<file path="src/rtl/scfp_pkg.sv">
// Shared types, codes and tables for the serial command frame parser.
// No dependencies; every other file of the block but scfp_ifs imports this package.
`timescale 1ns / 1ps

package scfp_pkg;

  localparam logic [7:0] HDR_FIRST   = 8'h55;
  localparam logic [7:0] HDR_SECOND  = 8'hAA;
  localparam logic [7:0] TYPE_CMD    = 8'h00;
  localparam logic [7:0] CMD_PILOT   = 8'h12;
  localparam logic [7:0] CMD_CH_04   = 8'h04;
  localparam logic [7:0] CMD_CH_06   = 8'h06;
  localparam logic [7:0] CMD_CH_08   = 8'h08;
  localparam logic [7:0] CMD_CH_10   = 8'h10;
  localparam logic [7:0] CMD_CH_0A   = 8'h0A;
  localparam logic [7:0] CMD_CH_11   = 8'h11;

  // pilot frame needs type, command, four pilot bytes and the checksum
  localparam int PILOT_MIN_BYTES = 7;
  localparam int HOLD_DEPTH      = 6;
  localparam int REPLY_LEN       = 8;

  localparam logic ACT_BYTE    = 1'b0;
  localparam logic ACT_TIMEOUT = 1'b1;

  localparam logic KIND_REPORT = 1'b0;
  localparam logic KIND_REPLY  = 1'b1;

  localparam logic [2:0] ST_OK       = 3'd0;
  localparam logic [2:0] ST_BAD_SUM  = 3'd1;
  localparam logic [2:0] ST_NOT_CMD  = 3'd2;
  localparam logic [2:0] ST_SHORT    = 3'd3;
  localparam logic [2:0] ST_OVERSIZE = 3'd4;

  localparam logic [1:0] CH_NONE = 2'd0;
  localparam logic [1:0] CH_A    = 2'd1;
  localparam logic [1:0] CH_B    = 2'd2;

  // one finished frame, as handed from the parser to the emitter
  typedef struct packed {
    logic [2:0]  status;
    logic [7:0]  cmd;
    logic [1:0]  chan;
    logic        store;
    logic [15:0] pilot_a;
    logic [15:0] pilot_b;
    logic        reply;
  } frame_desc_t;

  function automatic logic is_chan_cmd(input logic [7:0] cmd);
    logic hit;
    case (cmd) inside
      CMD_CH_04, CMD_CH_06, CMD_CH_08, CMD_CH_10, CMD_CH_0A, CMD_CH_11: hit = 1'b1;
      default: hit = 1'b0;
    endcase
    return hit;
  endfunction

  // fixed reply frame 55 AA 04 01 00 01 00 06
  function automatic logic [7:0] reply_rom(input logic [2:0] idx);
    logic [7:0] val;
    case (idx)
      3'd0: val = 8'h55;
      3'd1: val = 8'hAA;
      3'd2: val = 8'h04;
      3'd3: val = 8'h01;
      3'd4: val = 8'h00;
      3'd5: val = 8'h01;
      3'd6: val = 8'h00;
      default: val = 8'h06;
    endcase
    return val;
  endfunction

endpackage

</file>
<file path="src/rtl/scfp_ifs.sv">
// Handshake channels of the serial command frame parser: input bytes,
// result words and the configuration write. No dependencies.
`timescale 1ns / 1ps

interface scfp_rx_if;
  logic       valid;
  logic       ready;
  logic       action;
  logic [7:0] rx_byte;
  modport source (output valid, action, rx_byte, input ready);
  modport sink   (input valid, action, rx_byte, output ready);
endinterface

interface scfp_res_if;
  logic        valid;
  logic        ready;
  logic        kind;
  logic [2:0]  status;
  logic [7:0]  command_code;
  logic [1:0]  channel_select;
  logic        store_request;
  logic [15:0] pilot_word_a;
  logic [15:0] pilot_word_b;
  logic [7:0]  reply_byte;
  logic        last;
  modport source (output valid, kind, status, command_code, channel_select, store_request,
                  pilot_word_a, pilot_word_b, reply_byte, last, input ready);
  modport sink   (input valid, kind, status, command_code, channel_select, store_request,
                  pilot_word_a, pilot_word_b, reply_byte, last, output ready);
endinterface

interface scfp_cfg_if;
  logic valid;
  logic ready;
  logic data;
  modport source (output valid, data, input ready);
  modport sink   (input valid, data, output ready);
endinterface

</file>
<file path="src/rtl/scfp_front.sv">
// Frame parser: header hunt, length check, payload hold and checksum.
// Depends on scfp_pkg and scfp_rx_if; emits one descriptor per finished or oversize frame.
`timescale 1ns / 1ps

module scfp_front #(
  parameter int MAX_PAYLOAD = 10
) (
  input  logic                  clk,
  input  logic                  rst,
  scfp_rx_if.sink               rx,
  input  logic                  test_mode,
  input  logic                  q_full,
  output logic                  push,
  output scfp_pkg::frame_desc_t desc
);
  import scfp_pkg::*;

  localparam logic [1:0] PH_HUNT   = 2'd0;
  localparam logic [1:0] PH_SECOND = 2'd1;
  localparam logic [1:0] PH_LENGTH = 2'd2;
  localparam logic [1:0] PH_DATA   = 2'd3;

  logic [1:0] phase;
  logic [3:0] frame_length;
  logic [3:0] byte_count;
  logic [7:0] running_sum;
  logic [7:0] hold [HOLD_DEPTH];
  logic [7:0] hold_now [HOLD_DEPTH];

  logic       accept;
  logic       is_byte;
  logic [7:0] b;
  logic       oversize;
  logic       data_end;
  logic       short_pilot;

  assign rx.ready = !q_full;
  assign accept   = rx.valid && rx.ready;
  assign is_byte  = rx.action == ACT_BYTE;
  assign b        = rx.rx_byte;
  assign oversize = b >= 8'(MAX_PAYLOAD);
  assign data_end = byte_count >= frame_length;
  assign short_pilot = ({1'b0, frame_length} + 5'd1) < 5'(PILOT_MIN_BYTES);

  assign push = accept && is_byte &&
                ((phase == PH_LENGTH && oversize) || (phase == PH_DATA && data_end));

  always_ff @(posedge clk) begin
    if (rst) begin
      phase        <= PH_HUNT;
      frame_length <= '0;
      byte_count   <= '0;
      running_sum  <= '0;
    end else if (accept) begin
      if (!is_byte) begin
        phase      <= PH_HUNT;
        byte_count <= '0;
      end else begin
        unique case (phase)
          PH_HUNT: begin
            if (b == HDR_FIRST) phase <= PH_SECOND;
          end
          PH_SECOND: begin
            if (b == HDR_SECOND) phase <= PH_LENGTH;
            else if (b != HDR_FIRST) phase <= PH_HUNT;
          end
          PH_LENGTH: begin
            if (oversize) begin
              phase <= PH_HUNT;
            end else begin
              frame_length <= b[3:0];
              byte_count   <= '0;
              running_sum  <= b;
              phase        <= PH_DATA;
            end
          end
          default: begin
            if (data_end) begin
              phase      <= PH_HUNT;
              byte_count <= '0;
            end else begin
              running_sum <= running_sum + b;
              byte_count  <= byte_count + 4'd1;
            end
          end
        endcase
      end
    end
  end

  // held bytes are zeroed at every accepted length, so short frames read zeros
  always_ff @(posedge clk) begin
    if (accept && is_byte) begin
      if (phase == PH_LENGTH && !oversize) begin
        for (int i = 0; i < HOLD_DEPTH; i++) hold[i] <= '0;
      end else if (phase == PH_DATA && byte_count < 4'(HOLD_DEPTH)) begin
        hold[byte_count[2:0]] <= b;
      end
    end
  end

  // view of the hold including the byte arriving now
  always_comb begin
    for (int i = 0; i < HOLD_DEPTH; i++)
      hold_now[i] = (byte_count == 4'(i)) ? b : hold[i];
  end

  always_comb begin
    desc = '0;
    if (phase == PH_LENGTH) begin
      desc.status = ST_OVERSIZE;
    end else if (b != running_sum) begin
      desc.status = ST_BAD_SUM;
    end else if (hold_now[0] != TYPE_CMD) begin
      desc.status = ST_NOT_CMD;
      desc.cmd    = hold_now[1];
    end else if (is_chan_cmd(hold_now[1])) begin
      desc.status = ST_OK;
      desc.cmd    = hold_now[1];
      desc.chan   = (hold_now[2] == 8'h00) ? CH_A : CH_B;
    end else if (hold_now[1] == CMD_PILOT) begin
      desc.cmd   = hold_now[1];
      desc.reply = 1'b1;
      if (short_pilot) begin
        desc.status = ST_SHORT;
      end else begin
        desc.status  = ST_OK;
        desc.store   = !test_mode;
        desc.pilot_a = {hold_now[2], hold_now[3]};
        desc.pilot_b = {hold_now[4], hold_now[5]};
      end
    end else begin
      desc.status = ST_OK;
      desc.cmd    = hold_now[1];
    end
  end

endmodule

</file>
<file path="src/rtl/scfp_queue.sv">
// Two-entry descriptor queue between parser and emitter.
// Depends on scfp_pkg for the descriptor type.
`timescale 1ns / 1ps

module scfp_queue (
  input  logic                  clk,
  input  logic                  rst,
  input  logic                  push,
  input  scfp_pkg::frame_desc_t push_desc,
  input  logic                  pop,
  output logic                  full,
  output logic                  avail,
  output scfp_pkg::frame_desc_t head
);
  import scfp_pkg::*;

  frame_desc_t slot [2];
  logic        wr_ptr;
  logic        rd_ptr;
  logic [1:0]  count;

  assign full  = count == 2'd2;
  assign avail = count != 2'd0;
  assign head  = slot[rd_ptr];

  always_ff @(posedge clk) begin
    if (push) slot[wr_ptr] <= push_desc;
  end

  always_ff @(posedge clk) begin
    if (rst) begin
      wr_ptr <= 1'b0;
      rd_ptr <= 1'b0;
      count  <= '0;
    end else begin
      if (push) wr_ptr <= !wr_ptr;
      if (pop)  rd_ptr <= !rd_ptr;
      case ({push, pop})
        2'b10:   count <= count + 2'd1;
        2'b01:   count <= count - 2'd1;
        default: count <= count;
      endcase
    end
  end

endmodule

</file>
<file path="src/rtl/scfp_back.sv">
// Result emitter: one report word per descriptor, then the reply bytes if it asks for a reply.
// Depends on scfp_pkg and scfp_res_if.
`timescale 1ns / 1ps

module scfp_back (
  input  logic                  clk,
  input  logic                  rst,
  input  logic                  avail,
  input  scfp_pkg::frame_desc_t head,
  output logic                  pop,
  scfp_res_if.source            res
);
  import scfp_pkg::*;

  logic        busy;
  frame_desc_t cur;
  logic [3:0]  idx;   // 0 report, 1..REPLY_LEN reply bytes
  logic        is_report;
  logic        fin;
  logic        taken;

  assign is_report = idx == 4'd0;
  assign fin   = (is_report && !cur.reply) || idx == 4'(REPLY_LEN);
  assign taken = res.valid && res.ready;
  assign pop   = avail && (!busy || (taken && fin));

  always_ff @(posedge clk) begin
    if (rst) begin
      busy <= 1'b0;
      idx  <= '0;
    end else if (pop) begin
      busy <= 1'b1;
      idx  <= '0;
    end else if (taken) begin
      if (fin) busy <= 1'b0;
      else idx <= idx + 4'd1;
    end
  end

  always_ff @(posedge clk) begin
    if (pop) cur <= head;
  end

  wire [3:0] rom_idx = idx - 4'd1;

  assign res.valid          = busy;
  assign res.kind           = is_report ? KIND_REPORT : KIND_REPLY;
  assign res.status         = is_report ? cur.status : ST_OK;
  assign res.command_code   = is_report ? cur.cmd : 8'h00;
  assign res.channel_select = is_report ? cur.chan : CH_NONE;
  assign res.store_request  = is_report && cur.store;
  assign res.pilot_word_a   = is_report ? cur.pilot_a : 16'h0000;
  assign res.pilot_word_b   = is_report ? cur.pilot_b : 16'h0000;
  assign res.reply_byte     = is_report ? 8'h00 : reply_rom(rom_idx[2:0]);
  assign res.last           = fin;

endmodule

</file>
<file path="src/rtl/serial_command_frame_parser_core.sv">
// Top level of the serial command frame parser: config register, parser,
// descriptor queue and emitter. Depends on scfp_pkg, scfp_ifs and the scfp_* modules.
//
//  channel  dir  word                                     done when
//  rx       in   action, rx_byte                          rx.valid && rx.ready
//  res      out  kind, status, ... reply_byte, last       res.valid && res.ready
//  cfg      in   data -> test_mode                        cfg.valid (ready held high)
//
// One input byte per cycle; rx.ready drops only while the two-entry queue is full.
// Each frame drains as 1 report word, plus 8 reply words for a pilot command,
// so the emitter's word counter sets the sustained frame rate.
// Synchronous reset clears parser phase, queue and emitter; held payload is unreset.
// A stalled res side holds its word and backs up into the queue, then into rx.
`timescale 1ns / 1ps

module serial_command_frame_parser_core #(
  parameter int MAX_PAYLOAD = 10
) (
  input  logic        clk,
  input  logic        rst,
  scfp_rx_if.sink     rx,
  scfp_res_if.source  res,
  scfp_cfg_if.sink    cfg
);
  import scfp_pkg::*;

  logic        test_mode;
  logic        q_full;
  logic        q_push;
  logic        q_pop;
  logic        q_avail;
  frame_desc_t f_desc;
  frame_desc_t q_head;

  assign cfg.ready = 1'b1;

  always_ff @(posedge clk) begin
    if (rst) test_mode <= 1'b0;
    else if (cfg.valid && cfg.ready) test_mode <= cfg.data;
  end

  scfp_front #(.MAX_PAYLOAD(MAX_PAYLOAD)) u_front (
    .clk       (clk),
    .rst       (rst),
    .rx        (rx),
    .test_mode (test_mode),
    .q_full    (q_full),
    .push      (q_push),
    .desc      (f_desc)
  );

  scfp_queue u_queue (
    .clk       (clk),
    .rst       (rst),
    .push      (q_push),
    .push_desc (f_desc),
    .pop       (q_pop),
    .full      (q_full),
    .avail     (q_avail),
    .head      (q_head)
  );

  scfp_back u_back (
    .clk   (clk),
    .rst   (rst),
    .avail (q_avail),
    .head  (q_head),
    .pop   (q_pop),
    .res   (res)
  );

`ifndef SYNTH
  a_no_push_when_full: assert property (@(posedge clk) disable iff (rst)
    q_push |-> !q_full)
    else $error("descriptor pushed into full queue");

  a_reply_tail: assert property (@(posedge clk) disable iff (rst)
    (res.valid && res.kind == KIND_REPLY && res.last) |-> res.reply_byte == 8'h06)
    else $error("reply frame did not end on its final byte");

  a_idle_after_reset: assert property (@(posedge clk)
    rst |=> !res.valid)
    else $error("result valid right after reset");
`endif

endmodule
</file>
<file path="src/flat_wrapper.sv">
// flat-port wrapper written by rule: the top's interface ports become plain ports
module serial_command_frame_parser_core_flat import scfp_pkg::*;
#(
  parameter int MAX_PAYLOAD = 10
)
  (clk, rst, rx_valid, rx_action, rx_rx_byte, rx_ready, res_valid, res_kind, res_status, res_command_code, res_channel_select, res_store_request, res_pilot_word_a, res_pilot_word_b, res_reply_byte, res_last, res_ready, cfg_valid, cfg_data, cfg_ready);
  scfp_rx_if rx_i ();
  scfp_res_if res_i ();
  scfp_cfg_if cfg_i ();
  input  logic clk;
  input  logic rst;
  input wire logic [$bits(rx_i.valid)-1:0] rx_valid;
  input wire logic [$bits(rx_i.action)-1:0] rx_action;
  input wire logic [$bits(rx_i.rx_byte)-1:0] rx_rx_byte;
  output wire logic [$bits(rx_i.ready)-1:0] rx_ready;
  output wire logic [$bits(res_i.valid)-1:0] res_valid;
  output wire logic [$bits(res_i.kind)-1:0] res_kind;
  output wire logic [$bits(res_i.status)-1:0] res_status;
  output wire logic [$bits(res_i.command_code)-1:0] res_command_code;
  output wire logic [$bits(res_i.channel_select)-1:0] res_channel_select;
  output wire logic [$bits(res_i.store_request)-1:0] res_store_request;
  output wire logic [$bits(res_i.pilot_word_a)-1:0] res_pilot_word_a;
  output wire logic [$bits(res_i.pilot_word_b)-1:0] res_pilot_word_b;
  output wire logic [$bits(res_i.reply_byte)-1:0] res_reply_byte;
  output wire logic [$bits(res_i.last)-1:0] res_last;
  input wire logic [$bits(res_i.ready)-1:0] res_ready;
  input wire logic [$bits(cfg_i.valid)-1:0] cfg_valid;
  input wire logic [$bits(cfg_i.data)-1:0] cfg_data;
  output wire logic [$bits(cfg_i.ready)-1:0] cfg_ready;
  assign rx_i.valid = rx_valid;
  assign rx_i.action = rx_action;
  assign rx_i.rx_byte = rx_rx_byte;
  assign rx_ready = rx_i.ready;
  assign res_valid = res_i.valid;
  assign res_kind = res_i.kind;
  assign res_status = res_i.status;
  assign res_command_code = res_i.command_code;
  assign res_channel_select = res_i.channel_select;
  assign res_store_request = res_i.store_request;
  assign res_pilot_word_a = res_i.pilot_word_a;
  assign res_pilot_word_b = res_i.pilot_word_b;
  assign res_reply_byte = res_i.reply_byte;
  assign res_last = res_i.last;
  assign res_i.ready = res_ready;
  assign cfg_i.valid = cfg_valid;
  assign cfg_i.data = cfg_data;
  assign cfg_ready = cfg_i.ready;
  serial_command_frame_parser_core #(.MAX_PAYLOAD(MAX_PAYLOAD)) u_core (.clk(clk), .rst(rst), .rx(rx_i), .res(res_i), .cfg(cfg_i));
endmodule
</file>
<file path="config.mk">
export PLATFORM = sky130hd
export DESIGN_NAME = serial_command_frame_parser_core_flat
export DESIGN_NICKNAME = d
export VERILOG_FILES = /design/src/rtl/scfp_pkg.sv /design/src/rtl/scfp_ifs.sv /design/src/rtl/scfp_front.sv /design/src/rtl/scfp_queue.sv /design/src/rtl/scfp_back.sv /design/src/rtl/serial_command_frame_parser_core.sv /design/src/flat_wrapper.sv
export SDC_FILE = /design/constraint.sdc
export NUM_CORES = 1
export LEC_CHECK = 0
export BUFFER_PORTS_ARGS = -buffer_cell sky130_fd_sc_hd__buf_2
export CORE_MARGIN = 2
export CORE_UTILIZATION = 55
export CTS_BUF_LIST = sky130_fd_sc_hd__clkbuf_4 sky130_fd_sc_hd__clkbuf_8 sky130_fd_sc_hd__clkbuf_16
export DETAILED_ROUTE_END_ITERATION = 7
export GPL_ROUTABILITY_DRIVEN = 1
export PLACE_DENSITY = 0.77
export SYNTH_ARGS = -nofsm -noshare
export SYNTH_HDL_FRONTEND = slang
export SYNTH_HIERARCHICAL = 1
export SYNTH_SLANG_ARGS = --single-unit
</file>
<file path="constraint.sdc">
create_clock -name clk -period 5.7 [get_ports clk]
set_clock_uncertainty 0.2 [all_clocks]
set_input_delay 0.57 -clock clk [delete_from_list [all_inputs] [get_ports clk]]
set_output_delay 0.57 -clock clk [all_outputs]
set_load 0.02 [all_outputs]
</file>
==> impl_results.md <==
* Crit path capture type: flip-flop
* Post-CTS Setup Bufs at 0
* Final count of hold timing violations at 0
* Yosys Warn Count at 6
* Detail-routed net length per standard cell at 16.7 um
* Vias per cell at 5.49
* Die extent in x at 140 um
* Global-route wire length before repair at 30.0 mm
* Chip Height at 140 um
* Cells along the critical path: inv_1, ha_1, nand2b_1, a2111oi_0, nor2_1, nand2_1, a21oi_1, inv_1, nor2_4, buf_4
* Leakage power at 4.13 nW
* Cell depth of the worst hold path at 3
* Filler cell count at 1,350
* Final critical-path required period at 3.77 ns
* Via count of the first global-routing pass at 5,913
* Cell-internal power at 3.08 mW
* I/O pins at 74
* Number of synthesized register bits at 218
* Transition time at the pin with the least slew margin at 1.13 ns
* Count of hold-fix buffers inserted at cts at 0
* DPL Wire Length at 12.3 mm
* Library cell used as clock root buffer: sky130_fd_sc_hd__clkbuf_16
* Final setup violation count at 0
* Sequential cell area at 0.00626 mm2
* Power density over the cells at 364 mW/mm2
* Vias at 6,129
* Maximum number of pins on one net before global-route repair at 48
* Most common cell on crit path: sky130_fd_sc_hd__inv_1
* CP required at 5.71 ns
* Clock slew seen by the registers of the worst setup and hold paths at 0.06 ns
* Number of synthesized flops with an enable pin at 189
* Fraction of final layout cells sized beyond drive strength 1 at 0.236
* Logic gate share of total power at 0.167
* Total CTS buffers at 23
* Instance count of the mapped netlist at 813
* Slack of the critical path at 1.93 ns
* Cell variety after synth at 67
* Period Utilization, post-route at 0.661
* Post-Place Worst Slack at 1.92 ns
* Number of antenna violations at the first check in global routing at 0
* IR drop worst, VDD at 0.257 mV
* Number of clock sinks seen by CTS at 218
* Start-to-end type of the worst setup path: reg -> reg
* Multi-input gate area in the final layout at 0.00357 mm2
* Top flip-flop cell by instance count after synthesis: sky130_fd_sc_hd__edfxtp_1
* Largest buffer count on any clock path at 3
* Share of synthesized registers carrying an async set or reset at 0
* Worst stage delay on the critical path at 0.84 ns
* PostCTS Resize Cnt at 0
* Worst max-slew margin expressed relative to the limit at 0.244
* Maxcap violations at 0
* Routed Antenna Nets at 0
* Net count of the mapped netlist at 855
* Synthesized cell area at 0.0102 mm2
* Run status: finished clean
* Die area at 0.0196 mm2
* Crit path max-delay family: simple AND/OR/NAND/NOR gates
* Crit-path max FO at 36
* Total congestion overflow after global routing at 0
* Layout overhead on the synthesized area at 11.8%
* IO Port Bufs at 72
* RSZ-0062 raised after global routing: no
* Classification of the worst-slack hold path: in -> reg
* Count of nets after finishing at 912
* Switch share at 0.255
* Switching Power at 1.05 mW
* Worst-skew pair later-pin latency at 0.51 ns
* Clock group share of total power at 0.353
* Total routed wirelength at 18.7 mm
* Avg Synthesized Cell Area at 12.5 um2
* Setup TNS at 0 ns
* Crit-path slowest cell: sky130_fd_sc_hd__nor2_4
* Standard-cell row count at 49
* Depth of the worst register-to-register path at 10
* Router iterations before antenna repair at 5
* WP depth at 10
* Commonest non-fill, non-tap cell in the layout: sky130_fd_sc_hd__edfxtp_1
* Share of total power in sequential cells at 0.480
* Highest achievable clock rate at 265 MHz
* Number of antenna diodes at 0
* Count of final max-slew check failures at 0
* Critical path buffers and inverters at 3
* Critical Path AT at 3.77 ns
* DRC violations left at 0
* H-tree depth reported by CTS at 1
* All-Layer GR Usage at 0.191
* Core Box Area at 0.0180 mm2
* Global placer's final weighted congestion at 0.862
* CTS tree: built
* Fraction of the yosys area taken by sequential cells at 0.615
* Starting density of the core at 0.564
* Critical Path Start Type: flip-flop
* Commonest cells after routing, fill and taps aside: 189 x sky130_fd_sc_hd__edfxtp_1, 88 x sky130_fd_sc_hd__and2_1, 78 x sky130_fd_sc_hd__nand2_1
* Violation count after the first detailed-routing iteration at 402
-- synth_stat cells, types with 5 or more instances --
| master | n | area (um2) |
|---|---|---|
| sky130_fd_sc_hd__edfxtp_1 | 189 | 5680 |
| sky130_fd_sc_hd__and2_1 | 89 | 557 |
| sky130_fd_sc_hd__nand2_1 | 78 | 293 |
| sky130_fd_sc_hd__nor2_1 | 59 | 221 |
| sky130_fd_sc_hd__mux2_2 | 49 | 552 |
| sky130_fd_sc_hd__a21oi_1 | 33 | 165 |
| sky130_fd_sc_hd__inv_1 | 30 | 113 |
| sky130_fd_sc_hd__dfxtp_1 | 29 | 581 |
| sky130_fd_sc_hd__nand3_1 | 27 | 135 |
| sky130_fd_sc_hd__ha_1 | 26 | 325 |
| sky130_fd_sc_hd__a21oi_2 | 22 | 193 |
| sky130_fd_sc_hd__mux2i_1 | 18 | 180 |
| sky130_fd_sc_hd__clkbuf_1 | 16 | 60.1 |
| sky130_fd_sc_hd__o21ai_0 | 15 | 75.1 |
| sky130_fd_sc_hd__nor4_1 | 10 | 62.6 |
| sky130_fd_sc_hd__xnor2_1 | 10 | 87.6 |
| sky130_fd_sc_hd__buf_4 | 8 | 60.1 |
| sky130_fd_sc_hd__nand2b_1 | 8 | 50.1 |
| sky130_fd_sc_hd__a31oi_1 | 6 | 37.5 |
| sky130_fd_sc_hd__buf_2 | 6 | 30.0 |
| sky130_fd_sc_hd__buf_6 | 6 | 67.6 |
| sky130_fd_sc_hd__or3_1 | 6 | 37.5 |
| sky130_fd_sc_hd__buf_1 | 5 | 18.8 |
| sky130_fd_sc_hd__nor3_1 | 5 | 25.0 |
-- state kept, by name, summed over array words and instances, names as in the netlist, 4 cells and up, named ones only --
| register | count |
|---|---|
| u_core/u_front/frame_length | 4 |
| u_core/u_back/idx | 4 |
| u_core/u_front/hold | 48 |
| u_core/u_queue/slot | 94 |
| u_core/u_front/running_sum | 8 |
| u_core/u_front/byte_count | 4 |
| u_core/u_back/cur | 47 |
-- worst reg2reg max path: stages (launching register included) --
cell and delay (ns):
sky130_fd_sc_hd__dfxtp_1 0.46, sky130_fd_sc_hd__inv_1 0.21, sky130_fd_sc_hd__ha_1 0.31, sky130_fd_sc_hd__nand2b_1 0.09, sky130_fd_sc_hd__a2111oi_0 0.12, sky130_fd_sc_hd__nor2_1 0.27
sky130_fd_sc_hd__nand2_1 0.10, sky130_fd_sc_hd__a21oi_1 0.32, sky130_fd_sc_hd__inv_1 0.15, sky130_fd_sc_hd__nor2_4 0.84, sky130_fd_sc_hd__buf_4 0.38
-- logic make-up after synthesis --
family	Yosys count	share of synthesized area
and+or+nand+nor	314	0.165
DFF	218	0.615
AOI/OAI and AO/OA	99	0.0671
buffers and inverters	75	0.0362
muxes	67	0.0720
adders and majority gates	27	0.0340
xor gates and xnor gates	12	0.0103
other	1	0.000369
-- layout make-up --
| type | instances | area share |
|---|---|---|
| clock inverters | 17 | 0.0142 |
| multi-input cells | 520 | 0.314 |
| clock buffers | 25 | 0.0519 |
| well taps | 229 | 0.0252 |
| repair buffers | 76 | 0.0343 |
| flip-flops and latches | 218 | 0.550 |
| inverters | 31 | 0.0102 |
-- layer usage --
layer	wire, um	global-route usage	vias up
li1	-	-	3018
met1	8270	0.257	2896
met2	8930	0.320	188
met3	1040	0.0325	27
met4	410	0.0647	0
met5	0	0	-
-- final timing paths --
kind                                         startpoint                                          to  slack (ns)
max           u_core/u_front/byte_count[0]$_SDFFE_PP0P_        u_core/u_queue/slot[0][23]$_DFFE_PP_        1.93
min                                            cfg_data               u_core/test_mode$_SDFFE_PP0P_        0.13
max reg2reg   u_core/u_front/byte_count[0]$_SDFFE_PP0P_        u_core/u_queue/slot[0][23]$_DFFE_PP_        1.93
min reg2reg  u_core/u_front/running_sum[6]$_SDFFE_PP0P_  u_core/u_front/running_sum[6]$_SDFFE_PP0P_        0.29
-- through the flow --
stage | instance area [um2] | utilization | power (mW) | cells | hold slack [ns]
5_1_grt | 11400 | 0.631 | 4.30 | 1116 | 0.198
3_5_place_dp | 10600 | 0.589 | 2.71 | 1074 | 0.279
3_3_place_gp | 10600 | 0.589 | 2.70 | 1074 | 0.262
6_report | 11400 | 0.631 | 4.13 | 1116 | 0.126
2_1_floorplan | 10200 | - | 2.52 | 813 | 0.249
4_1_cts | 11400 | 0.631 | 4.18 | 1116 | 0.112
-- power by group through the flow --
stage	Sequential, mW	Combinational [mW]	Clock [mW]
floorplan	1.96	0.557	0
global placement	2.01	0.682	0
detailed placement	2.02	0.692	0
CTS	1.99	0.700	1.49
global route	2.00	0.748	1.56
finish	1.98	0.691	1.46
Note: power is estimated with default switching activity, not from simulation.
